==> config.mk <==
export PLATFORM = sky130hd
export DESIGN_NAME = pt_gain
export DESIGN_NICKNAME = d
export VERILOG_FILES = /design/src/design/pt_pkg.sv /design/src/design/pt_gain.sv
export VERILOG_INCLUDE_DIRS = /design/src /design/src/design
export SDC_FILE = /design/constraint.sdc
export NUM_CORES = 2
export LEC_CHECK = 0
export BUFFER_PORTS_ARGS = -buffer_cell sky130_fd_sc_hd__clkbuf_2
export CORE_ASPECT_RATIO = 1.75
export CORE_MARGIN = 2
export CORE_UTILIZATION = 59
export DETAILED_ROUTE_END_ITERATION = 7
export MAX_ROUTING_LAYER = met4
export PLACE_DENSITY = 0.78
export SYNTH_ARGS = -nofsm -noshare
export SYNTH_HDL_FRONTEND = slang
export SYNTH_SLANG_ARGS = --single-unit
export TNS_END_PERCENT = 1
==> constraint.sdc <==
create_clock -name clk -period 5.7 [get_ports clk]
set_input_delay 0 -clock clk [delete_from_list [all_inputs] [get_ports clk]]
set_output_delay 0 -clock clk [all_outputs]
set_load 0.1 [all_outputs]
==> src/design/park_transform_defines.svh <==
// ----------------------------------------------------------------------------
// park_transform_defines
// Assertion macros shared by the park transform modules.
// ----------------------------------------------------------------------------
`ifndef PARK_TRANSFORM_DEFINES_SVH
`define PARK_TRANSFORM_DEFINES_SVH

// same-cycle implication
`define PT_ASSERT_IMPL(name, clk, rst_n, ante, cons, msg) \
    name: assert property (@(posedge clk) disable iff (!rst_n) (ante) |-> (cons)) \
        else $error(msg);

// next-cycle implication
`define PT_ASSERT_NEXT(name, clk, rst_n, ante, cons, msg) \
    name: assert property (@(posedge clk) disable iff (!rst_n) (ante) |=> (cons)) \
        else $error(msg);

`endif

==> src/design/pt_pkg.sv <==
// ----------------------------------------------------------------------------
// pt_pkg
// Constants for the CORDIC park transform.
// ----------------------------------------------------------------------------
package pt_pkg;

    localparam int SAMPLE_WIDTH_DEF    = 16;
    localparam int ANGLE_WIDTH_DEF     = 16;
    localparam int ROTATION_STAGES_DEF = 16;

    localparam int GUARD_BITS = 8;
    localparam int MAX_STAGES = 24;
    localparam int ANGLE_BITS = 32;

    localparam logic [31:0] EIGHTH_TURN = 32'h2000_0000;

    // 1/K as Q0.32, split in halves
    localparam logic [15:0] INV_GAIN_HI = 16'h9B74;
    localparam logic [15:0] INV_GAIN_LO = 16'hEDA8;

    // atan(2^-i) in fractions of a turn, 2^32 = full turn
    localparam logic [31:0] ATAN_TURNS [MAX_STAGES] = '{
        32'h2000_0000, 32'h12E4_051E, 32'h09FB_385B, 32'h0511_11D4,
        32'h028B_0D43, 32'h0145_D7E1, 32'h00A2_F61E, 32'h0051_7C55,
        32'h0028_BE53, 32'h0014_5F2F, 32'h000A_2F98, 32'h0005_17CC,
        32'h0002_8BE6, 32'h0001_45F3, 32'h0000_A2FA, 32'h0000_517D,
        32'h0000_28BE, 32'h0000_145F, 32'h0000_0A30, 32'h0000_0518,
        32'h0000_028C, 32'h0000_0146, 32'h0000_00A3, 32'h0000_0051
    };

endpackage

==> src/design/pt_gain.sv <==
// ----------------------------------------------------------------------------
// pt_gain
// CORDIC gain correction with rounding and saturation, two stages.
// ----------------------------------------------------------------------------
`include "park_transform_defines.svh"

module pt_gain
    import pt_pkg::*;
#(
    parameter int SAMPLE_WIDTH = SAMPLE_WIDTH_DEF
)
(
    input  logic                                      clk,
    input  logic                                      rst_n,
    input  logic                                      in_valid,
    input  logic signed [SAMPLE_WIDTH+GUARD_BITS+2:0] x_in,
    input  logic signed [SAMPLE_WIDTH+GUARD_BITS+2:0] y_in,
    output logic                                      out_valid,
    output logic signed [SAMPLE_WIDTH:0]              d_out,
    output logic signed [SAMPLE_WIDTH:0]              q_out
);

    localparam int DW = SAMPLE_WIDTH + GUARD_BITS + 3;
    localparam int PW = DW + 16;
    localparam int SW = PW + 1;
    localparam int RS = 16 + GUARD_BITS;
    localparam logic [SW-1:0] ROUND = SW'(1) << (RS - 1);
    localparam logic [SW-RS-1:0] LIM = (SW-RS)'((1 << SAMPLE_WIDTH) - 1);

    logic signed [DW-1:0]           lane_in   [2];
    logic        [DW-1:0]           mag       [2];
    logic        [PW-1:0]           prod_hi   [2];
    logic        [PW-1:0]           prod_lo   [2];
    logic        [SW-1:0]           total     [2];
    logic        [SW-RS-1:0]        rounded   [2];
    logic        [SAMPLE_WIDTH-1:0] clipped   [2];
    logic signed [SAMPLE_WIDTH:0]   res_next  [2];
    logic        [PW-1:0]           hi_reg    [2];
    logic        [DW-1:0]           lo_reg    [2];
    logic        [1:0]              neg_reg;
    logic                           mid_valid_reg;
    logic                           valid_reg;
    logic signed [SAMPLE_WIDTH:0]   d_reg;
    logic signed [SAMPLE_WIDTH:0]   q_reg;

    always_comb
    begin
        lane_in[0] = x_in;
        lane_in[1] = y_in;
        for (int k = 0; k < 2; k++)
        begin
            mag[k]      = lane_in[k][DW-1] ? DW'(-lane_in[k]) : DW'(lane_in[k]);
            prod_hi[k]  = PW'(mag[k]) * PW'(INV_GAIN_HI);
            prod_lo[k]  = PW'(mag[k]) * PW'(INV_GAIN_LO);
            total[k]    = SW'(hi_reg[k]) + SW'(lo_reg[k]) + ROUND;
            rounded[k]  = total[k][SW-1:RS];
            clipped[k]  = (rounded[k] > LIM) ? LIM[SAMPLE_WIDTH-1:0]
                                              : rounded[k][SAMPLE_WIDTH-1:0];
            res_next[k] = neg_reg[k] ? -signed'({1'b0, clipped[k]})
                                     : signed'({1'b0, clipped[k]});
        end
    end

    always_ff @(posedge clk or negedge rst_n)
    begin
        if (!rst_n)
        begin
            mid_valid_reg <= 1'b0;
            valid_reg     <= 1'b0;
        end
        else
        begin
            mid_valid_reg <= in_valid;
            valid_reg     <= mid_valid_reg;
        end
    end

    always_ff @(posedge clk)
    begin
        for (int k = 0; k < 2; k++)
        begin
            hi_reg[k]  <= prod_hi[k];
            lo_reg[k]  <= prod_lo[k][PW-1:16];
            neg_reg[k] <= lane_in[k][DW-1];
        end
        d_reg <= res_next[0];
        q_reg <= res_next[1];
    end

    assign out_valid = valid_reg;
    assign d_out     = d_reg;
    assign q_out     = q_reg;

    `PT_ASSERT_IMPL(a_d_saturated, clk, rst_n, valid_reg, (d_reg != {1'b1, {SAMPLE_WIDTH{1'b0}}}), "d output beyond saturation limit")
    `PT_ASSERT_IMPL(a_q_saturated, clk, rst_n, valid_reg, (q_reg != {1'b1, {SAMPLE_WIDTH{1'b0}}}), "q output beyond saturation limit")

endmodule

==> summary.txt <==
Yosys reg bits - 170
Die ar. - 59000 um^2
WL met3 - 9410 um
DRT iter0 DRCs - 1662
CTS tree - yes
CTS Root Cell - clkbuf_16
PortBufs - 91
drt total wl - 118000 um
largest net degree at the start of global routing - 22
Avg Cell Area, Syn - 9.53 um^2
CP Data Arrival Time - 7160 ps
crit path launch - x_in[8]
Site Rows - 115
f_max - 147 MHz
Clock Skew - 24.1 ps
asr flop ratio synth - 0.0118
Routed WL per cell - 22.5 um
Max transition margin - 0.396
Final setup viols - 83
Largest register FFs - 82
Worst path max stage delay - 690 ps
RD Place Congestion - 1.02
Die Span X - 184 um
vias in the first global route - 33375
Max Root-Sink Buffers - 2
Die H - 320 um
RSZ-0062 raised after global routing - yes
status - finished with violations
Net count, final - 5657
WL met2 - 60100 um
clock-pin transition on the worst setup and hold timing paths - 90 ps
I/O pins - 92
antenna violations before repair - 6
CP Launch Type - input pin
CP endpoint - hi_reg[0][38]
fin crit period - 6810 ps
grt ovf - 0
Inserted Clock Buffers - 17
Fin Setup TNS - -45910 ps
Max FO, Critical Path - 5
crit path kind - in -> reg
Core Area - 56300 um^2
drt drc - 0
Critical R2R Capture - q_out[10]
hold crit path type - in -> reg
Final Max Slew Viols - 0
Reg area - 3410 um^2
flop-to-flop setup slack - 680 ps
DRT Pass-1 Iters - 7
hpwl dp - 93800 um
warnings from Yosys - 0
crit-path leading delay family - adder cells
FF-to-FF path depth - 19
final worst setup slack - -1110 ps
Final Hold Vio Count - 0
worst-skew pair later-pin latency - 490 ps
Multi-input gate area - 28500 um^2
CP bufs+invs - 9
Area growth, synth to finish - 30.0%
# H-tree levels - 4
final worst-path cycle share - 1.20
antenna viol nets, final - 0
Setup crit end kind - flip-flop
top layer in use - met4
share of layout cells above drive strength 1 - 0.284
Critical Path RT - 6050 ps
CTS Sinks - 170
Initial Util - 0.598
Max-cap violations - 0
DR vias/cell - 5.72
launch point of the worst reg-to-reg path - lo_reg[0][44]
via count - 29977
Crit. path cell count - 27
actual slew at the worst max-slew pin - 901 ps
synth unique cells - 90
failing checks - negative setup slack
first-pass GRT wire length - 181000 um
synthesized instance count - 3527
met1 WL - 33100 um
fillers - 3639
critical path's slowest cell - fa_2
Tot GR Track Use - 0.429
syn_nets - 4724
Post-Syn Area - 33600 um^2
sequential-to-total area share from yosys stat - 0.102
EDFF count, synth - 0
Synth Flop Type - dfxtp_1
[repair_timing]
action                                 in CTS  in global routing
setup endpoints to repair                  93                 97
hold buffers                                5                  0
endpoints found under the hold margin       5                  0
gates resized for setup                   148                 69
setup buffers                              14                  5
pin swaps                                  95                 31
[logic make-up after synthesis]
| kind of cell | share of synthesized area |
|---|---|
| adders and majority gates | 0.545 |
| buffers and inverters | 0.101 |
| AOI/OAI and AO/OA | 0.113 |
| and+or+nand+nor | 0.0784 |
| xor gates and xnor gates | 0.0591 |
| DFF | 0.102 |
| muxes | 0.00246 |
[cell type report]
type,instances,area share
Antenna cell,6,0.000343
Timing Repair Buffer,945,0.159
Clock buffer,17,0.00973
Clock inverter,15,0.00478
Sequential cell,170,0.0781
Inverter,873,0.0750
Multi-Input combinational cell,2453,0.651
Tap cell,760,0.0217
[metrics by stage]
step / hold slack, ps / std cells / worst slack (ps) / cell area [um^2] / utilization
after global routing: 50.9 / 5239 / -1380 / 43700 / 0.777
after floorplan: -296 / 3527 / -1120 / 34300 / -
after global placement: -215 / 5177 / -1670 / 41900 / 0.744
final: 67.6 / 5239 / -1110 / 43700 / 0.777
after CTS: 48.4 / 5228 / -1020 / 43400 / 0.771
after detailed placement: -211 / 5177 / -1830 / 41900 / 0.744
[cell usage after synthesis (17+ instances only)]
cell type | count | share of area
a211oi_1 | 17 | 0.0038
a21o_1 | 79 | 0.018
a21oi_1 | 130 | 0.019
a31oi_1 | 19 | 0.0035
and3_1 | 19 | 0.0035
clkbuf_1 | 28 | 0.0031
dfxtp_1 | 168 | 0.10
fa_1 | 539 | 0.32
ha_1 | 601 | 0.22
inv_1 | 873 | 0.097
nand2_1 | 114 | 0.013
nand2b_1 | 27 | 0.0050
nand3_1 | 42 | 0.0063
nand4_1 | 26 | 0.0048
nor2_1 | 138 | 0.015
nor3_1 | 51 | 0.0076
o21a_1 | 32 | 0.0071
o21ai_0 | 94 | 0.014
or3_1 | 23 | 0.0043
xnor2_1 | 161 | 0.042
xor2_1 | 62 | 0.016
[worst min-delay path by stage]
stage	startpoint	cells after the start	endpoint	slack (ps)
final	x_in[0]	3	hi_reg[0][2]	70
after global routing	x_in[0]	3	hi_reg[0][2]	50
after CTS	x_in[0]	3	hi_reg[0][2]	50
after detailed placement	rst_n	1	mid_valid_reg	-210
after global placement	rst_n	1	mid_valid_reg	-210
after floorplan	rst_n	0	mid_valid_reg	-300
[per-layer routing]
layer / global-route usage / vias up
li1: - / 13342
met1: 0.342 / 14464
met2: 0.721 / 1316
met3: 0.157 / 855
met4: 0.436 / 0
met5: - / -
[placed cells by master, fill, tap and decap left out, drive strengths merged, types with 9 or more instances in the layout]
cell type,netlist,layout
o41ai,10,10
nand3,42,42
o21ai,101,101
o21a,32,32
or3,25,25
buf,3,849
a211oi,19,19
nor2b,10,10
nor4,16,16
a21oi,132,132
dfxtp,168,168
o31ai,16,16
and3,21,21
ha,601,601
xor2,63,63
nand2,114,114
and2,16,16
nor2,138,138
a2111oi,13,13
or4,9,9
a31oi,19,19
a21o,81,81
clkbuf,28,108
nand2b,27,27
nor3,53,53
nand4,26,26
or2,17,17
o21bai,16,16
fa,539,539
xnor2,162,162
a211o,9,9
o211ai,13,13
inv,873,882
[worst min-delay path, cell delays in order]
cell,delay [ps]
clkbuf_2,130
buf_4,220
ha_1,150
Power is not shown: default switching activity piles up to over one toggle a cycle in this logic, so the estimate is an artifact.
