--- src/design/park_transform_defines.svh ---
// ----------------------------------------------------------------------------
// park_transform_defines
// Assertion macros shared by the park transform modules.
// ----------------------------------------------------------------------------
`ifndef PARK_TRANSFORM_DEFINES_SVH
`define PARK_TRANSFORM_DEFINES_SVH

// same-cycle implication
`define PT_ASSERT_IMPL(name, clk, rst_n, ante, cons, msg) \
    name: assert property (@(posedge clk) disable iff (!rst_n) (ante) |-> (cons)) \
        else $error(msg);

// next-cycle implication
`define PT_ASSERT_NEXT(name, clk, rst_n, ante, cons, msg) \
    name: assert property (@(posedge clk) disable iff (!rst_n) (ante) |=> (cons)) \
        else $error(msg);

`endif

--- src/design/pt_pkg.sv ---
// ----------------------------------------------------------------------------
// pt_pkg
// Constants for the CORDIC park transform.
// ----------------------------------------------------------------------------
package pt_pkg;

    localparam int SAMPLE_WIDTH_DEF    = 16;
    localparam int ANGLE_WIDTH_DEF     = 16;
    localparam int ROTATION_STAGES_DEF = 16;

    localparam int GUARD_BITS = 8;
    localparam int MAX_STAGES = 24;
    localparam int ANGLE_BITS = 32;

    localparam logic [31:0] EIGHTH_TURN = 32'h2000_0000;

    // 1/K as Q0.32, split in halves
    localparam logic [15:0] INV_GAIN_HI = 16'h9B74;
    localparam logic [15:0] INV_GAIN_LO = 16'hEDA8;

    // atan(2^-i) in fractions of a turn, 2^32 = full turn
    localparam logic [31:0] ATAN_TURNS [MAX_STAGES] = '{
        32'h2000_0000, 32'h12E4_051E, 32'h09FB_385B, 32'h0511_11D4,
        32'h028B_0D43, 32'h0145_D7E1, 32'h00A2_F61E, 32'h0051_7C55,
        32'h0028_BE53, 32'h0014_5F2F, 32'h000A_2F98, 32'h0005_17CC,
        32'h0002_8BE6, 32'h0001_45F3, 32'h0000_A2FA, 32'h0000_517D,
        32'h0000_28BE, 32'h0000_145F, 32'h0000_0A30, 32'h0000_0518,
        32'h0000_028C, 32'h0000_0146, 32'h0000_00A3, 32'h0000_0051
    };

endpackage

--- src/design/pt_prerot.sv ---
// ----------------------------------------------------------------------------
// pt_prerot
// Quadrant pre-rotation: folds the negated angle into +/- an eighth turn.
// ----------------------------------------------------------------------------
`include "park_transform_defines.svh"

module pt_prerot
    import pt_pkg::*;
#(
    parameter int SAMPLE_WIDTH = SAMPLE_WIDTH_DEF,
    parameter int ANGLE_WIDTH  = ANGLE_WIDTH_DEF
)
(
    input  logic                           clk,
    input  logic                           rst_n,
    input  logic                           in_valid,
    input  logic signed [SAMPLE_WIDTH-1:0] alpha,
    input  logic signed [SAMPLE_WIDTH-1:0] beta,
    input  logic        [ANGLE_WIDTH-1:0]  angle,
    output logic                           out_valid,
    output logic signed [SAMPLE_WIDTH+GUARD_BITS+2:0] x_out,
    output logic signed [SAMPLE_WIDTH+GUARD_BITS+2:0] y_out,
    output logic signed [ANGLE_BITS-1:0]   z_out
);

    localparam int DW = SAMPLE_WIDTH + GUARD_BITS + 3;
    localparam int AS = ANGLE_BITS - ANGLE_WIDTH;

    localparam logic [1:0] QUAD_0 = 2'd0;
    localparam logic [1:0] QUAD_1 = 2'd1;
    localparam logic [1:0] QUAD_2 = 2'd2;
    localparam logic [1:0] QUAD_3 = 2'd3;

    logic signed [DW-1:0]         x0;
    logic signed [DW-1:0]         y0;
    logic        [ANGLE_BITS-1:0] phi;
    logic        [ANGLE_BITS-1:0] phi_bias;
    logic        [1:0]            quad;
    logic signed [DW-1:0]         x_next;
    logic signed [DW-1:0]         y_next;
    logic signed [ANGLE_BITS-1:0] z_next;
    logic                         valid_reg;
    logic signed [DW-1:0]         x_reg;
    logic signed [DW-1:0]         y_reg;
    logic signed [ANGLE_BITS-1:0] z_reg;

    always_comb
    begin
        x0       = {{3{alpha[SAMPLE_WIDTH-1]}}, alpha, {GUARD_BITS{1'b0}}};
        y0       = {{3{beta[SAMPLE_WIDTH-1]}},  beta,  {GUARD_BITS{1'b0}}};
        phi      = {ANGLE_BITS{1'b0}} - {angle, {AS{1'b0}}};
        phi_bias = phi + EIGHTH_TURN;
        quad     = phi_bias[ANGLE_BITS-1:ANGLE_BITS-2];
        z_next   = signed'(phi - {quad, {(ANGLE_BITS-2){1'b0}}});
        case (quad)
            QUAD_0:
            begin
                x_next = x0;
                y_next = y0;
            end
            QUAD_1:
            begin
                x_next = -y0;
                y_next = x0;
            end
            QUAD_2:
            begin
                x_next = -x0;
                y_next = -y0;
            end
            QUAD_3:
            begin
                x_next = y0;
                y_next = -x0;
            end
            default:
            begin
                x_next = x0;
                y_next = y0;
            end
        endcase
    end

    always_ff @(posedge clk or negedge rst_n)
    begin
        if (!rst_n)
        begin
            valid_reg <= 1'b0;
        end
        else
        begin
            valid_reg <= in_valid;
        end
    end

    always_ff @(posedge clk)
    begin
        x_reg <= x_next;
        y_reg <= y_next;
        z_reg <= z_next;
    end

    assign out_valid = valid_reg;
    assign x_out     = x_reg;
    assign y_out     = y_reg;
    assign z_out     = z_reg;

    // residual stays within one eighth of a turn
    `PT_ASSERT_IMPL(a_residual_range, clk, rst_n, valid_reg, (z_reg <= signed'(EIGHTH_TURN)) && (z_reg >= -signed'(EIGHTH_TURN)), "pre-rotation residual out of range")

endmodule

--- config.mk ---
export PLATFORM = sky130hd
export DESIGN_NAME = pt_prerot
export DESIGN_NICKNAME = d
export VERILOG_FILES = /design/src/design/pt_pkg.sv /design/src/design/pt_prerot.sv
export VERILOG_INCLUDE_DIRS = /design/src /design/src/design
export SDC_FILE = /design/constraint.sdc
export NUM_CORES = 1
export LEC_CHECK = 0
export CORE_MARGIN = 5
export CORE_UTILIZATION = 45
export CTS_CLUSTER_SIZE = 16
export DETAILED_ROUTE_END_ITERATION = 8
export DONT_BUFFER_PORTS = 1
export GPL_TIMING_DRIVEN = 0
export PLACE_DENSITY = 0.67
export SLEW_MARGIN = 0
export SYNTH_ARGS = -nofsm -noshare
export SYNTH_HDL_FRONTEND = slang
export SYNTH_SLANG_ARGS = --single-unit
--- constraint.sdc ---
create_clock -name clk -period 0.8 [get_ports clk]
set_clock_uncertainty 0.1 [all_clocks]
set_input_delay 0.04 -clock clk [delete_from_list [all_inputs] [get_ports clk]]
set_output_delay 0.04 -clock clk [all_outputs]
set_load 0.005 [all_outputs]
==> summary.txt <==
Yosys
  • Post-Synth Simple-Gate Area: 16.6%
  • Cell count after synthesis: 366
  • Share of flip-flops with an asynchronous set or reset: 1.89%
  • Synth Area in XOR/XNOR: 12.9%
  • Post-synth top area cell: dfxtp_1
  • Largest family of logic cells by synthesized area: simple AND/OR/NAND/NOR gates
  • Seq/Total Area, Yosys: 32.6%
  • Synth cell types: 51
  • Synth Area in Compound Gates: 12.7%
  • Yosys warning count: 0
  • Post-Synth Adder-Cell Area: 1.53%
  • Avg Cell Area, Syn: 8.94 sq um
  • FF+latch count, synth: 53
  • Main synth FF type: dfxtp_1
  • EDFF count, synth: 0
  • Post-synthesis mux area share: 11.9%
  • Netlist Area Pre-Place: 0.00327 sq mm
  • Top-area cell type share of the netlist area: 31.8%
  • Synth area leaders: dfxtp_1 32%, mux2i_1 9.8%, xnor2_1 8.6%

Timing
  • Setup WS post-layout: -1.75 ns
  • Endpoints failing setup: 69
  • Final Hold Slack: -0.366 ns
  • Final Hold Fails: 22
  • Worst slew pin tran: 0.935 ns
  • Fmax: 0.393 GHz
  • RSZ-0062 raised after global routing: true
  • Period Utilization, post-route: 318%
  • Fin. max-slew vios: 0
  • Slew HR: 37.1%
  • Final min period: 2.55 ns

Setup path
  • Crit-path max FO: 6
  • Critical path required time: 0.92 ns
  • Crit path DAT: 2.67 ns
  • Kind of critical path: in -> reg
  • Worst setup SP type: input pin
  • CP endpoint kind: flop

Clock network
  • Sink Count: 53
  • H-tree levels: 2
  • Reg clk slew, reported paths: 0.11 ns
  • Cell chosen for the clock root: clkbuf_8
  • Clk buf depth: 2
  • CTS Buf Count: 5
  • TritonCTS clock tree: yes

Final layout
  • Post-Layout Cell Count: 561
  • Commonest non-fill, non-tap cell in the layout: dfxtp_2
  • Fillers: 536
  • Sequential cell area: 0.00113 sq mm
  • Util after Layout: 68.0%
  • Proportion of layout cells with a drive suffix above 1: 44.2%
  • Multi-input gate area: 0.00240 sq mm
  • Area delta synth->final: 49.2%
  • Commonest cells after routing, fill and taps aside: 47 x dfxtp_2, 46 x buf_4, 32 x conb_1, 30 x dlygate4sd3_1, 29 x mux2i_1
  • Final #Nets: 516
  • Diode count: 0

Route
  • Via density: 5.26
  • DRC: 0
  • DR iter-0 viols: 236
  • Detail Route Antenna Nets: 0
  • WL/cell: 18.2 microns
  • Drt pass-1 iters: 5
  • Routed vias: 2949
  • Routed WL: 10.2 mm

Pwr
  • Net Sw Frac: 30.7%
  • Sequential power share: 46.6%
  • NetSw: 2.22 mW
  • Internal power: 5.00 mW
  • Clock power share: 22.5%
  • Maximum VDD drop: 0.891 mV
  • Pleak: 2.01 nW
  • Comb power frac: 31.0%
  • Pwr/cell area: 1480 mW/mm^2
  • Overall power: 7.22 mW

Die
  • CORE AREA: 0.00718 sq mm
  • Initial core utilization: 45.6%
  • # rows: 31
  • Io pins: 138
  • Die ar.: 0.00907 sq mm
  • Die extent in x: 95.3 microns
  • Die H: 95.3 microns

Place
  • Port buffer count: 0
  • Placed cells: 496
  • Routability Congestion: 0.857
  • Detailed-placement wirelength estimate: 6.73 mm

Global routing
  • Initial antenna violation count: 0
  • Vias in the first global route: 2883
  • First-pass GRT wire length: 14.4 mm
  • GRT Resource Usage Total: 20.4%
  • Largest net degree at the start of global routing: 19
  • Grt ovf: 0

Job
  • Max-Cap Viols: 0

Status
  • Status: finished with violations
  • Violated checks: negative hold slack, negative setup slack

Worst hold path
  • Hold crit path type: in -> reg
[flip-flops by register name, summed over array words and instances (netlist names)]
signal	count
out_valid	1
x_out	19
y_out	19
z_out	14
[logic make-up (layout without fill, tap and decap cells)]
family | after synthesis | count (layout)
buf+inv | 61 | 126
compound gates | 61 | 61
other cells | 1 | 32
fa+ha+maj | 4 | 4
mux | 36 | 36
simple gates | 102 | 102
xor+xnor | 48 | 48
flops | 53 | 53
[critical path, stage by stage]
cell and delay [ns]:
or4_4 0.54, or4_4 0.45, nor2_4 0.14, xnor2_2 0.14, ha_4 0.23, xor2_4 0.18, nand3_4 0.13, buf_4 0.20
nand2_4 0.10, mux2_4 0.30, o211a_1 0.21
[power by group through the flow]
stage,Sequential [mW],Combinational [mW],Clock (mW)
2_1_floorplan,3.29,1.31,0
3_3_place_gp,3.36,1.52,0
3_5_place_dp,3.36,1.54,0
4_1_cts,3.36,1.90,1.64
5_1_grt,3.40,2.41,1.77
6_report,3.36,2.24,1.62
[cell type report]
cell class / count / area share [%]
buffer: 51 / 9.89
tap: 99 / 2.54
inverter: 9 / 1.05
timing repair buffer: 58 / 12.3
sequential: 53 / 23.1
multi-input combinational: 283 / 49.2
clock inverter: 3 / 0.513
clock buffer: 5 / 1.41
[metrics by stage]
step / setup TNS [ns] / worst slack (ns) / area, sq um / hold slack (ns)
2_1_floorplan: -73.20 / -1.97 / 3590 / -0.356
3_3_place_gp: -81.13 / -2.21 / 3710 / -0.356
3_5_place_dp: -83.19 / -2.23 / 3710 / -0.356
4_1_cts: -64.09 / -1.71 / 4480 / -0.370
5_1_grt: -67.71 / -1.80 / 4880 / -0.384
6_report: -63.83 / -1.75 / 4880 / -0.366
[final timing paths]
check / startpoint / endpoint / slack (ns) / depth (start not counted)
max: angle[7] / y_out[17] / -1.75 / 11
max in group asynchronous: rst_n / out_valid / 0.15 / 2
min: angle[0] / z_out[16] / -0.37 / 0
min in group asynchronous: rst_n / out_valid / 0.35 / 2
[repair_timing]
action / CTS / global route
hold endpoints to repair: 47 / 21
cloned: 4 / 1
hold buffers: 32 / 2
endpoints found under the setup margin: 83 / 98
gates resized for setup: 74 / 63
buffers inserted: 6 / 13
pin swaps: 15 / 26
[routing by layer]
metal / global-route usage [%] / up-vias / routed length (microns)
li1: - / 1424 / -
met2: 36.6 / 127 / 5300
met4: 6.85 / 0 / 162
met3: 5.45 / 14 / 1040
met1: 23.2 / 1384 / 3690
met5: 0 / - / 0
[Yosys cell counts (2+ instances only)]
cell type,n
or2_2,2
nand3b_1,4
or3_1,8
nand2b_1,4
or4_4,2
o211a_1,2
a2bb2oi_1,2
nor3b_1,3
clkbuf_1,11
o31ai_1,2
xnor2_1,32
buf_2,2
buf_4,35
a211oi_1,5
xor2_1,16
nor4_1,6
o21ai_0,4
and3_1,2
buf_6,3
mux4_2,2
a21o_1,2
nor2_1,19
nand2_1,16
mux2_2,2
inv_1,9
nor3_1,17
nand3_1,13
ha_1,4
mux2i_1,32
dfxtp_1,52
a22oi_1,2
a21boi_0,5
a21oi_1,23
o211ai_1,2
o311ai_0,2
or4_1,4
Power figures use the tool's default switching activity.
