===== config.mk =====
export PLATFORM = sky130hd
export DESIGN_NAME = pt_cell
export DESIGN_NICKNAME = d
export VERILOG_FILES = /design/src/design/pt_pkg.sv /design/src/design/pt_cell.sv
export VERILOG_INCLUDE_DIRS = /design/src /design/src/design
export SDC_FILE = /design/constraint.sdc
export NUM_CORES = 1
export LEC_CHECK = 0
export ABC_AREA = 1
export BUFFER_PORTS_ARGS = -buffer_cell sky130_fd_sc_hd__buf_2
export CORE_ASPECT_RATIO = 0.6
export CORE_MARGIN = 2
export CORE_UTILIZATION = 53
export CTS_BUF_LIST = sky130_fd_sc_hd__clkbuf_8
export DETAILED_ROUTE_END_ITERATION = 8
export PLACE_DENSITY = 0.78
export SLEW_MARGIN = 15
export SYNTH_ARGS = -nofsm -noshare
export SYNTH_HDL_FRONTEND = slang
export SYNTH_SLANG_ARGS = --single-unit

===== constraint.sdc =====
create_clock -name clk -period 0.8 [get_ports clk]
set_clock_uncertainty 0.15 [all_clocks]
set_input_delay 0.08 -clock clk [delete_from_list [all_inputs] [get_ports clk]]
set_output_delay 0.08 -clock clk [all_outputs]
set_load 0.03 [all_outputs]

===== src/design/park_transform_defines.svh =====
// ----------------------------------------------------------------------------
// park_transform_defines
// Assertion macros shared by the park transform modules.
// ----------------------------------------------------------------------------
`ifndef PARK_TRANSFORM_DEFINES_SVH
`define PARK_TRANSFORM_DEFINES_SVH

// same-cycle implication
`define PT_ASSERT_IMPL(name, clk, rst_n, ante, cons, msg) \
    name: assert property (@(posedge clk) disable iff (!rst_n) (ante) |-> (cons)) \
        else $error(msg);

// next-cycle implication
`define PT_ASSERT_NEXT(name, clk, rst_n, ante, cons, msg) \
    name: assert property (@(posedge clk) disable iff (!rst_n) (ante) |=> (cons)) \
        else $error(msg);

`endif


===== src/design/pt_pkg.sv =====
// ----------------------------------------------------------------------------
// pt_pkg
// Constants for the CORDIC park transform.
// ----------------------------------------------------------------------------
package pt_pkg;

    localparam int SAMPLE_WIDTH_DEF    = 16;
    localparam int ANGLE_WIDTH_DEF     = 16;
    localparam int ROTATION_STAGES_DEF = 16;

    localparam int GUARD_BITS = 8;
    localparam int MAX_STAGES = 24;
    localparam int ANGLE_BITS = 32;

    localparam logic [31:0] EIGHTH_TURN = 32'h2000_0000;

    // 1/K as Q0.32, split in halves
    localparam logic [15:0] INV_GAIN_HI = 16'h9B74;
    localparam logic [15:0] INV_GAIN_LO = 16'hEDA8;

    // atan(2^-i) in fractions of a turn, 2^32 = full turn
    localparam logic [31:0] ATAN_TURNS [MAX_STAGES] = '{
        32'h2000_0000, 32'h12E4_051E, 32'h09FB_385B, 32'h0511_11D4,
        32'h028B_0D43, 32'h0145_D7E1, 32'h00A2_F61E, 32'h0051_7C55,
        32'h0028_BE53, 32'h0014_5F2F, 32'h000A_2F98, 32'h0005_17CC,
        32'h0002_8BE6, 32'h0001_45F3, 32'h0000_A2FA, 32'h0000_517D,
        32'h0000_28BE, 32'h0000_145F, 32'h0000_0A30, 32'h0000_0518,
        32'h0000_028C, 32'h0000_0146, 32'h0000_00A3, 32'h0000_0051
    };

endpackage


===== src/design/pt_cell.sv =====
// ----------------------------------------------------------------------------
// pt_cell
// One CORDIC micro-rotation stage, registered.
// ----------------------------------------------------------------------------
`include "park_transform_defines.svh"

module pt_cell
    import pt_pkg::*;
#(
    parameter int SAMPLE_WIDTH = SAMPLE_WIDTH_DEF,
    parameter int STAGE        = 0
)
(
    input  logic                                      clk,
    input  logic                                      rst_n,
    input  logic                                      in_valid,
    input  logic signed [SAMPLE_WIDTH+GUARD_BITS+2:0] x_in,
    input  logic signed [SAMPLE_WIDTH+GUARD_BITS+2:0] y_in,
    input  logic signed [ANGLE_BITS-1:0]              z_in,
    output logic                                      out_valid,
    output logic signed [SAMPLE_WIDTH+GUARD_BITS+2:0] x_out,
    output logic signed [SAMPLE_WIDTH+GUARD_BITS+2:0] y_out,
    output logic signed [ANGLE_BITS-1:0]              z_out
);

    localparam int DW = SAMPLE_WIDTH + GUARD_BITS + 3;
    localparam logic signed [ANGLE_BITS-1:0] ATAN = ATAN_TURNS[STAGE];

    logic signed [DW-1:0]         dx;
    logic signed [DW-1:0]         dy;
    logic signed [DW-1:0]         x_next;
    logic signed [DW-1:0]         y_next;
    logic signed [ANGLE_BITS-1:0] z_next;
    logic                         valid_reg;
    logic signed [DW-1:0]         x_reg;
    logic signed [DW-1:0]         y_reg;
    logic signed [ANGLE_BITS-1:0] z_reg;

    always_comb
    begin
        dx = y_in >>> STAGE;
        dy = x_in >>> STAGE;
        if (!z_in[ANGLE_BITS-1])
        begin
            x_next = x_in - dx;
            y_next = y_in + dy;
            z_next = z_in - ATAN;
        end
        else
        begin
            x_next = x_in + dx;
            y_next = y_in - dy;
            z_next = z_in + ATAN;
        end
    end

    always_ff @(posedge clk or negedge rst_n)
    begin
        if (!rst_n)
        begin
            valid_reg <= 1'b0;
        end
        else
        begin
            valid_reg <= in_valid;
        end
    end

    always_ff @(posedge clk)
    begin
        x_reg <= x_next;
        y_reg <= y_next;
        z_reg <= z_next;
    end

    assign out_valid = valid_reg;
    assign x_out     = x_reg;
    assign y_out     = y_reg;
    assign z_out     = z_reg;

    `PT_ASSERT_NEXT(a_valid_moves, clk, rst_n, in_valid, valid_reg, "word lost in rotation chain")
    `PT_ASSERT_NEXT(a_no_ghost, clk, rst_n, !in_valid, !valid_reg, "spurious word in rotation chain")

endmodule


==> results.env, run 1 <==
CTS.SINK_COUNT=86
RUN_STATUS='stopped before the end'
ROOT_BUFFER='sky130_fd_sc_hd__clkbuf_8'
CTS_BUFFER_DEPTH=2
SYNTH_COMPOUND_AREA_FRAC=0.102
SYNTH_TOP_CELLS_BY_AREA='sky130_fd_sc_hd__dfxtp_1 (21%), sky130_fd_sc_hd__nand2_1 (20%), sky130_fd_sc_hd__ha_1 (13%), sky130_fd_sc_hd__inv_1 (11%), sky130_fd_sc_hd__nand3_1 (7.1%)'
YS_FF_LATCH=86
DIE_H_UM=100
SYNTH_TOP_CELL_BY_AREA='sky130_fd_sc_hd__dfxtp_1'
MOST_USED_FLIP_FLOP_CELL_AFTER_SYNTHESIS='sky130_fd_sc_hd__dfxtp_1'
DPL.HPWL_MM=26.2
CTS_INSERTED_BUFFERS=9
GLOBALROUTE.REPAIR_TIMING.WORST_ENDPOINT='x_out[10]$_DFF_P_/D'
NETLIST_AREA_MM2=0.00815
SYNTH-ADDER-AREA-SHARE=0.142
WORST-ENDPOINT-PIN-KIND='register data pin'
GP_CONGESTION=0.979
CTS-HTREE-LEVELS=3
SYNTH_ENABLE_FLOP_CELLS=0
POSTSYNTHNETCOUNT=1511
IO-PIN-COUNT=176
DIE_W_UM=164
FAILED_STAGE='5_1_grt'
PORT_BUFFERS=175
SYNTH_SIMPLE_GATE_AREA_FRAC=0.378
SYNTH-XOR-AREA-SHARE=0.0172
SYNTHCELLS=1332
YOSYS.AREA.TOP_TYPE_SHARE=0.209
SYNTHESIZED_AREA_PER_CELL_UM2=6.12
ERROR_MESSAGE='[ERROR DPL-0038] Utilization greater than 100%, impossible to legalize'
COMBINATIONAL_FAMILY_WITH_THE_MOST_AREA_AFTER_SYNTHESIS='simple AND/OR/NAND/NOR gates'
MAXIMUM_NUMBER_OF_PINS_ON_ONE_NET_BEFORE_GLOBAL_ROUTE_REPAIR=19
DP_WORST_SETUP_SLACK_NS=-1.17
POST_SYNTH_MUX_AREA_SHARE=0
PROPORTION_OF_SYNTHESIZED_FLIP_FLOPS_HAVING_ASYNCHRONOUS_SET_OR_RESET=0.0116
DP.CELLS=1859
ROW_COUNT=35
INITIAL_CELL_DENSITY_OF_THE_CORE=0.537
SYNTH_CELL_TYPE_COUNT=35
YS_WARN_COUNT=0
YS_SEQ_AREA_FRAC=0.212
through the flow:
| stage | cell area [µm²] | utilization |
|---|---|---|
| floorplan | 9090 | - |
| global placement | 11300 | 0.743 |
| detailed placement | 11300 | 0.743 |
| CTS | 13800 | 0.905 |
cell families after synthesis:
family          Yosys count
simple gates            700
buf+inv                 292
compound gates          148
fa+ha+maj                90
flops                    86
xor+xnor                 16
repair_timing:
item | CTS
hold buffers | 33
setup endpoints to repair | 139
hold endpoints to repair | 37
pin swaps | 146
gates resized for setup | 535
cloned | 0
buffers inserted | 30
synthesized netlist by cell type (10+ instances only):
cell type / n
sky130_fd_sc_hd__o21ai_0: 30
sky130_fd_sc_hd__nor2_1: 69
sky130_fd_sc_hd__ha_1: 86
sky130_fd_sc_hd__inv_2: 11
sky130_fd_sc_hd__dfxtp_1: 85
sky130_fd_sc_hd__buf_4: 11
sky130_fd_sc_hd__inv_1: 245
sky130_fd_sc_hd__o21ai_1: 18
sky130_fd_sc_hd__nand2_1: 429
sky130_fd_sc_hd__nand3_1: 116
sky130_fd_sc_hd__nand2_2: 10
sky130_fd_sc_hd__a21oi_1: 64
sky130_fd_sc_hd__buf_6: 10
sky130_fd_sc_hd__xor2_1: 13
sky130_fd_sc_hd__o21bai_1: 15
sky130_fd_sc_hd__nand4_1: 25
sky130_fd_sc_hd__nor2_2: 24
==> run 2: changes to the inputs <==
CORE_ASPECT_RATIO = default   (was 0.6)
CORE_UTILIZATION = 38   (was 53)
CTS_BUF_LIST = default   (was sky130_fd_sc_hd__clkbuf_8)
PLACE_DENSITY = default   (was 0.78)
PLACE_DENSITY_LB_ADDON = 0.15   (was default)
==> results.env, run 2 <==
FINAL_CELLS=2050
ANTENNA_CELLS=0
ACCUMULATED_NEGATIVE_SETUP_SLACK_NS=-52.48
CP_CELL_SEQUENCE='buf_8, ha_4, buf_6, nor2_4, nand4_1, nand2_2, nand2_1, nand3_1, nand2_1, nand3_1, nand2_1'
ROUTE.ANTENNA.REMAINING_NETS=0
CTS_BUFFER_DEPTH=2  # unchanged
ROW_COUNT=53  # was 35
WORSTHOLDSTART='z_in[30]'
LAYOUT_COMMON_CELLS='sky130_fd_sc_hd__nand2_1 (280), sky130_fd_sc_hd__buf_4 (202), sky130_fd_sc_hd__inv_1 (174)'
POST-ROUTE-WORST-SETUP-SLACK_NS=-0.708
GRT_PASS1_WL_MM=48.8
YS_FF_LATCH=86  # unchanged
LAYOUT_WORST_PATH_CYCLE_SHARE=1.88
GRT.OVERFLOW.TOTAL=0
FINALWORSTPATHREQUIREDPERIOD_NS=1.51
DP_WORST_SETUP_SLACK_NS=-1.15  # was -1.17 ns
DP.CELLS=1929  # was 1859
SYNTHCELLS=1332  # unchanged
PWR-SHARE-COMB=0.549
POST_ROUTE_WL_MM=33.9
POWER.IR.VDD_WORST_uV=954
SWITCHING_POWER_AS_A_SHARE_OF_TOTAL_POWER=0.414
DETAILEDROUTE.FIRSTPASSITERATIONCOUNT=6
VIOLATIONS='negative hold slack, negative setup slack'
WORSTSETUPSTARTPOINTTYPE='input pin'
WORST_HOLD_PATH_CLASS='input pin to register'
DIE_H_UM=150  # was 100 µm
ROUTED-VIA-COUNT=10300
CLOCK_POWER_SHARE=0.209
MOST_USED_FLIP_FLOP_CELL_AFTER_SYNTHESIS='sky130_fd_sc_hd__dfxtp_1'  # unchanged
MAX_SLEW_MARGIN=0.781
SYNTH_COMPOUND_AREA_FRAC=0.102  # unchanged
INITIAL_CELL_DENSITY_OF_THE_CORE=0.388  # was 0.537
SYNTHESIZED_AREA_PER_CELL_UM2=6.12  # unchanged
SYNTH_ENABLE_FLOP_CELLS=0  # unchanged
CTS_TREE='built'
REQUIRED_TIME_REPORTED_FOR_THE_CRITICAL_PATH_ENDPOINT_NS=0.89
YOSYSMOSTFREQUENTCELL='sky130_fd_sc_hd__nand2_1'  # unchanged
POWER.STATIC_LEAKAGE_nW=7.70
PORT_BUFFERS=175  # unchanged
NUM-NETS-FINAL=1949
CTS.SINK_COUNT=86  # unchanged
SYNTH_SIMPLE_GATE_AREA_FRAC=0.378  # unchanged
FP.COREAREA_MM2=0.0210
FINAL_ROUTED_DRC_VIOLATION_TOTAL=0
CAP_VIOL_MAX_COUNT=0
ROOT_BUFFER='sky130_fd_sc_hd__clkbuf_16'  # was sky130_fd_sc_hd__clkbuf_8
PROPORTION_OF_SYNTHESIZED_FLIP_FLOPS_HAVING_ASYNCHRONOUS_SET_OR_RESET=0.0116  # unchanged
SYN2LAYOUT_AREA_GROWTH_PCT=87.2
SYNTH_TOP_CELL_BY_AREA='sky130_fd_sc_hd__dfxtp_1'  # unchanged
NETLIST_AREA_MM2=0.00815  # unchanged
SYNTH-XOR-AREA-SHARE=0.0172  # unchanged
GRT_SETUP_UNREPAIRED='true'
SYNTH_CELL_TYPE_COUNT=35  # unchanged
PATH_BUF_INV=2
TOT_GR_TRACK_USE=0.278
DRV_SLEW=0
INTERNAL_POWER_OF_THE_CELLS_mW=12.9
CTS-HTREE-LEVELS=3  # unchanged
SYNTH_TOP_CELLS_BY_AREA='sky130_fd_sc_hd__dfxtp_1 (21%), sky130_fd_sc_hd__nand2_1 (20%), sky130_fd_sc_hd__ha_1 (13%), sky130_fd_sc_hd__inv_1 (11%), sky130_fd_sc_hd__nand3_1 (7.1%)'  # unchanged
FINALSETUPVIOLCOUNT=141
WL_PER_CELL_UM=16.5
DETAILEDROUTE.FIRSTITERATIONVIOLATIONS=673
CRIT_TYPE='input pin to register'
WORSTPATHARRIVAL_NS=1.60
PATH_MAX_FANOUT=8
SLEW_AT_THE_PIN_WITH_THE_WORST_MAX_SLEW_SLACK_NS=0.326
MAX_FREQ_MHz=663
DIE_W_UM=150  # was 164 µm
IO-PIN-COUNT=176  # unchanged
CLK_PIN_SLEW_NS=0.07
FINALHOLDWORSTSLACK_NS=-0.153
RUN_STATUS='finished, violations left'  # was stopped before the end
HOLD_VIOL=4
VIA_PER_INST=5.00
SYNTH-ADDER-AREA-SHARE=0.142  # unchanged
CTS_INSERTED_BUFFERS=9  # unchanged
COMBINATIONAL_FAMILY_WITH_THE_MOST_AREA_AFTER_SYNTHESIS='simple AND/OR/NAND/NOR gates'  # unchanged
YOSYS.AREA.TOP_TYPE_SHARE=0.209  # unchanged
TIMING.CRITICAL_PATH.SLOWEST_CELL_DELAY_NS=0.31
LARGEST_REGISTER_FF_COUNT=32
CRITICAL_PATH.TOP_DELAY_FAMILY='simple AND/OR/NAND/NOR gates'
YS_WARN_COUNT=0  # unchanged
DIE-AREA_MM2=0.0226
MAXIMUM_NUMBER_OF_PINS_ON_ONE_NET_BEFORE_GLOBAL_ROUTE_REPAIR=30
CRIT_PATH_FREQUENT_CELL='sky130_fd_sc_hd__nand2_1'
GP_CONGESTION=0.956  # was 0.979
LAYOUT-DRIVE-GT1-SHARE=0.575
YOSYS-TOP-CELLS-COUNT='sky130_fd_sc_hd__nand2_1 (429), sky130_fd_sc_hd__inv_1 (245), sky130_fd_sc_hd__nand3_1 (116), sky130_fd_sc_hd__ha_1 (86), sky130_fd_sc_hd__dfxtp_1 (85)'  # unchanged
SLOWEST_STAGE='sky130_fd_sc_hd__ha_4'
POST_SYNTH_MUX_AREA_SHARE=0  # unchanged
NUMBER_OF_ANTENNA_VIOLATIONS_AT_THE_FIRST_CHECK_IN_GLOBAL_ROUTING=0
FIRST_GLOBAL_VIAS=9704
SHARE_SEQ_OF_TOTAL_POWER=0.242
TOTAL_SWITCHING_POWER_mW=9.10
POWER.DENSITY_mW_PER_MM2=1440
YS_SEQ_AREA_FRAC=0.212  # unchanged
TIMING.CRITICAL_PATH.FROM='y_in[5]'
POSTSYNTHNETCOUNT=1511  # unchanged
LAYOUT.FILLER_CELLS=1589
DPL.HPWL_MM=24.8  # was 26.2 mm
MOSTFREQUENTLAYOUTCELL='sky130_fd_sc_hd__nand2_1'
WORSTSETUPENDPOINTTYPE='register'
run 2: cell counts after synthesis:
Identical to the previous run, type by type.
run 2: final cells by class:
| type | instances | area, µm² | share of cell area |
|---|---|---|---|
| tap | 275 | 344 | 0.0225 |
| clock buffer | 10 | 239 | 0.0157 |
| timing repair buffer | 463 | 4210 | 0.276 |
| multi-input combinational | 954 | 7490 | 0.490 |
| inverter | 256 | 1070 | 0.0704 |
| clock inverter | 6 | 77.6 | 0.00508 |
| sequential | 86 | 1830 | 0.120 |
run 2: cells by family after synthesis:
family                     Yosys count
adders and majority gates           90
DFF                                 86
and+or+nand+nor                    700
buffers and inverters              292
AOI/OAI and AO/OA                  148
xor gates and xnor gates            16
run 2: per-stage QoR:
| stage | total power [mW] | area, µm² | hold WS [ns] | util |
|---|---|---|---|---|
| global route | 23.0 | 15300 | -0.139 | 0.726 |
| CTS | 20.7 | 14100 | -0.153 | 0.670 |
| floorplan | 10.7 | 9090 | -0.366 | - |
| detailed placement | 13.9 | 11400 | -0.291 | 0.542 |
| global placement | 13.8 | 11400 | -0.295 | 0.542 |
| finish | 22.0 | 15300 | -0.153 | 0.726 |
run 2: layer usage:
| metal | global-route usage | up-vias | share of wire |
|---|---|---|---|
| li1 | - | 4990 | - |
| met1 | 0.354 | 4776 | 0.41 |
| met2 | 0.483 | 418 | 0.49 |
| met3 | 0.0376 | 74 | 0.067 |
| met4 | 0.0943 | 0 | 0.032 |
| met5 | 0 | - | 0 |
run 2: power groups by stage:
stage / Sequential [mW] / Combinational, mW / Clock (mW)
final: 5.31 / 12.1 / 4.59
after global routing: 5.35 / 12.8 / 4.83
after CTS: 5.29 / 10.8 / 4.68
after detailed placement: 5.14 / 8.75 / 0
after global placement: 5.13 / 8.70 / 0
after floorplan: 6.28 / 4.44 / 0
run 2: repair_timing:
action	in CTS	in global routing
buffers inserted	38	42
pin swaps	165	156
hold endpoints to repair	36	5
hold buffers	32	1
cloned	0	0
endpoints found under the setup margin	139	141
resized for setup	552	223
run 2: worst paths after layout:
kind,to,slack [ns],cells after the start
min in group asynchronous,out_valid$_DFF_PN0_,-0.09,2
setup / recovery,y_out[23]$_DFF_P_,-0.71,11
hold / removal,z_out[30]$_DFF_P_,-0.15,2
max in group asynchronous,out_valid$_DFF_PN0_,0.51,2
Power figures use the tool's default switching activity.
==> run 3: changes to the inputs <==
CELL_PAD_IN_SITES_DETAIL_PLACEMENT = 1   (was default)
CELL_PAD_IN_SITES_GLOBAL_PLACEMENT = 1   (was default)
==> results.env, run 3 <==
RUN_STATUS='stopped before the end'  # was finished, violations left
FAILED_STAGE='4_1_cts'
ERROR_MESSAGE='[ERROR DPL-0033] detailed placement checks failed during check placement.'
CTS_INSERTED_BUFFERS=9  # unchanged
SYNTHCELLS=1332  # unchanged
DIE_W_UM=150  # unchanged
YOSYS.AREA.TOP_TYPE_SHARE=0.209  # unchanged
YOSYSMOSTFREQUENTCELL='sky130_fd_sc_hd__nand2_1'  # unchanged
DP_WORST_SETUP_SLACK_NS=-1.22  # was -1.15 ns
YS_SEQ_AREA_FRAC=0.212  # unchanged
SYNTH_CELL_TYPE_COUNT=35  # unchanged
GP_CONGESTION=0.955  # was 0.956
ROW_COUNT=53  # unchanged
ROOT_BUFFER='sky130_fd_sc_hd__clkbuf_16'  # unchanged
PORT_BUFFERS=175  # unchanged
CTS_BUFFER_DEPTH=2  # unchanged
SYNTH_TOP_CELLS_BY_AREA='sky130_fd_sc_hd__dfxtp_1 (21%), sky130_fd_sc_hd__nand2_1 (20%), sky130_fd_sc_hd__ha_1 (13%), sky130_fd_sc_hd__inv_1 (11%), sky130_fd_sc_hd__nand3_1 (7.1%)'  # unchanged
YOSYS-TOP-CELLS-COUNT='sky130_fd_sc_hd__nand2_1 (429), sky130_fd_sc_hd__inv_1 (245), sky130_fd_sc_hd__nand3_1 (116), sky130_fd_sc_hd__ha_1 (86), sky130_fd_sc_hd__dfxtp_1 (85)'  # unchanged
DPL.HPWL_MM=28.8  # was 24.8 mm
COMBINATIONAL_FAMILY_WITH_THE_MOST_AREA_AFTER_SYNTHESIS='simple AND/OR/NAND/NOR gates'  # unchanged
PROPORTION_OF_SYNTHESIZED_FLIP_FLOPS_HAVING_ASYNCHRONOUS_SET_OR_RESET=0.0116  # unchanged
SYNTH_TOP_CELL_BY_AREA='sky130_fd_sc_hd__dfxtp_1'  # unchanged
POST_SYNTH_MUX_AREA_SHARE=0  # unchanged
POSTSYNTHNETCOUNT=1511  # unchanged
SYNTH_ENABLE_FLOP_CELLS=0  # unchanged
NETLIST_AREA_MM2=0.00815  # unchanged
SYNTH_COMPOUND_AREA_FRAC=0.102  # unchanged
CTS-HTREE-LEVELS=3  # unchanged
CTS-RESIZED-GATES=678  # was 552
SYNTH-ADDER-AREA-SHARE=0.142  # unchanged
CTS.SINK_COUNT=86  # unchanged
YS_FF_LATCH=86  # unchanged
DPL-INSTANCE-AREA_MM2=0.0114  # about the same
SYNTHESIZED_AREA_PER_CELL_UM2=6.12  # unchanged
IO-PIN-COUNT=176  # unchanged
YS_WARN_COUNT=0  # unchanged
SYNTH-XOR-AREA-SHARE=0.0172  # unchanged
DIE_H_UM=150  # unchanged
INITIAL_CELL_DENSITY_OF_THE_CORE=0.388  # unchanged
SYNTH_SIMPLE_GATE_AREA_FRAC=0.378  # unchanged
CTS_POST_SETUP_BUFFERS_INSERTED=44  # was 38
MOST_USED_FLIP_FLOP_CELL_AFTER_SYNTHESIS='sky130_fd_sc_hd__dfxtp_1'  # unchanged
CTS_HOLD_BUF=32  # unchanged
run 3: cell counts after synthesis:
No cell type changed its count.
run 3: kinds of logic after synthesis:
| group | count (synthesis) |
|---|---|
| simple gates | 700 |
| flops | 86 |
| compound gates | 148 |
| buf+inv | 292 |
| fa+ha+maj | 90 |
| xor+xnor | 16 |
run 3: per-stage QoR:
| step | util | setup TNS, ns | cells | hold WS (ns) |
|---|---|---|---|---|
| floorplan | - | -33.17 | 1332 | -0.366 |
| global placement | 0.541 | -53.79 | 1931 | -0.296 |
| detailed placement | 0.541 | -56.31 | 1931 | -0.289 |
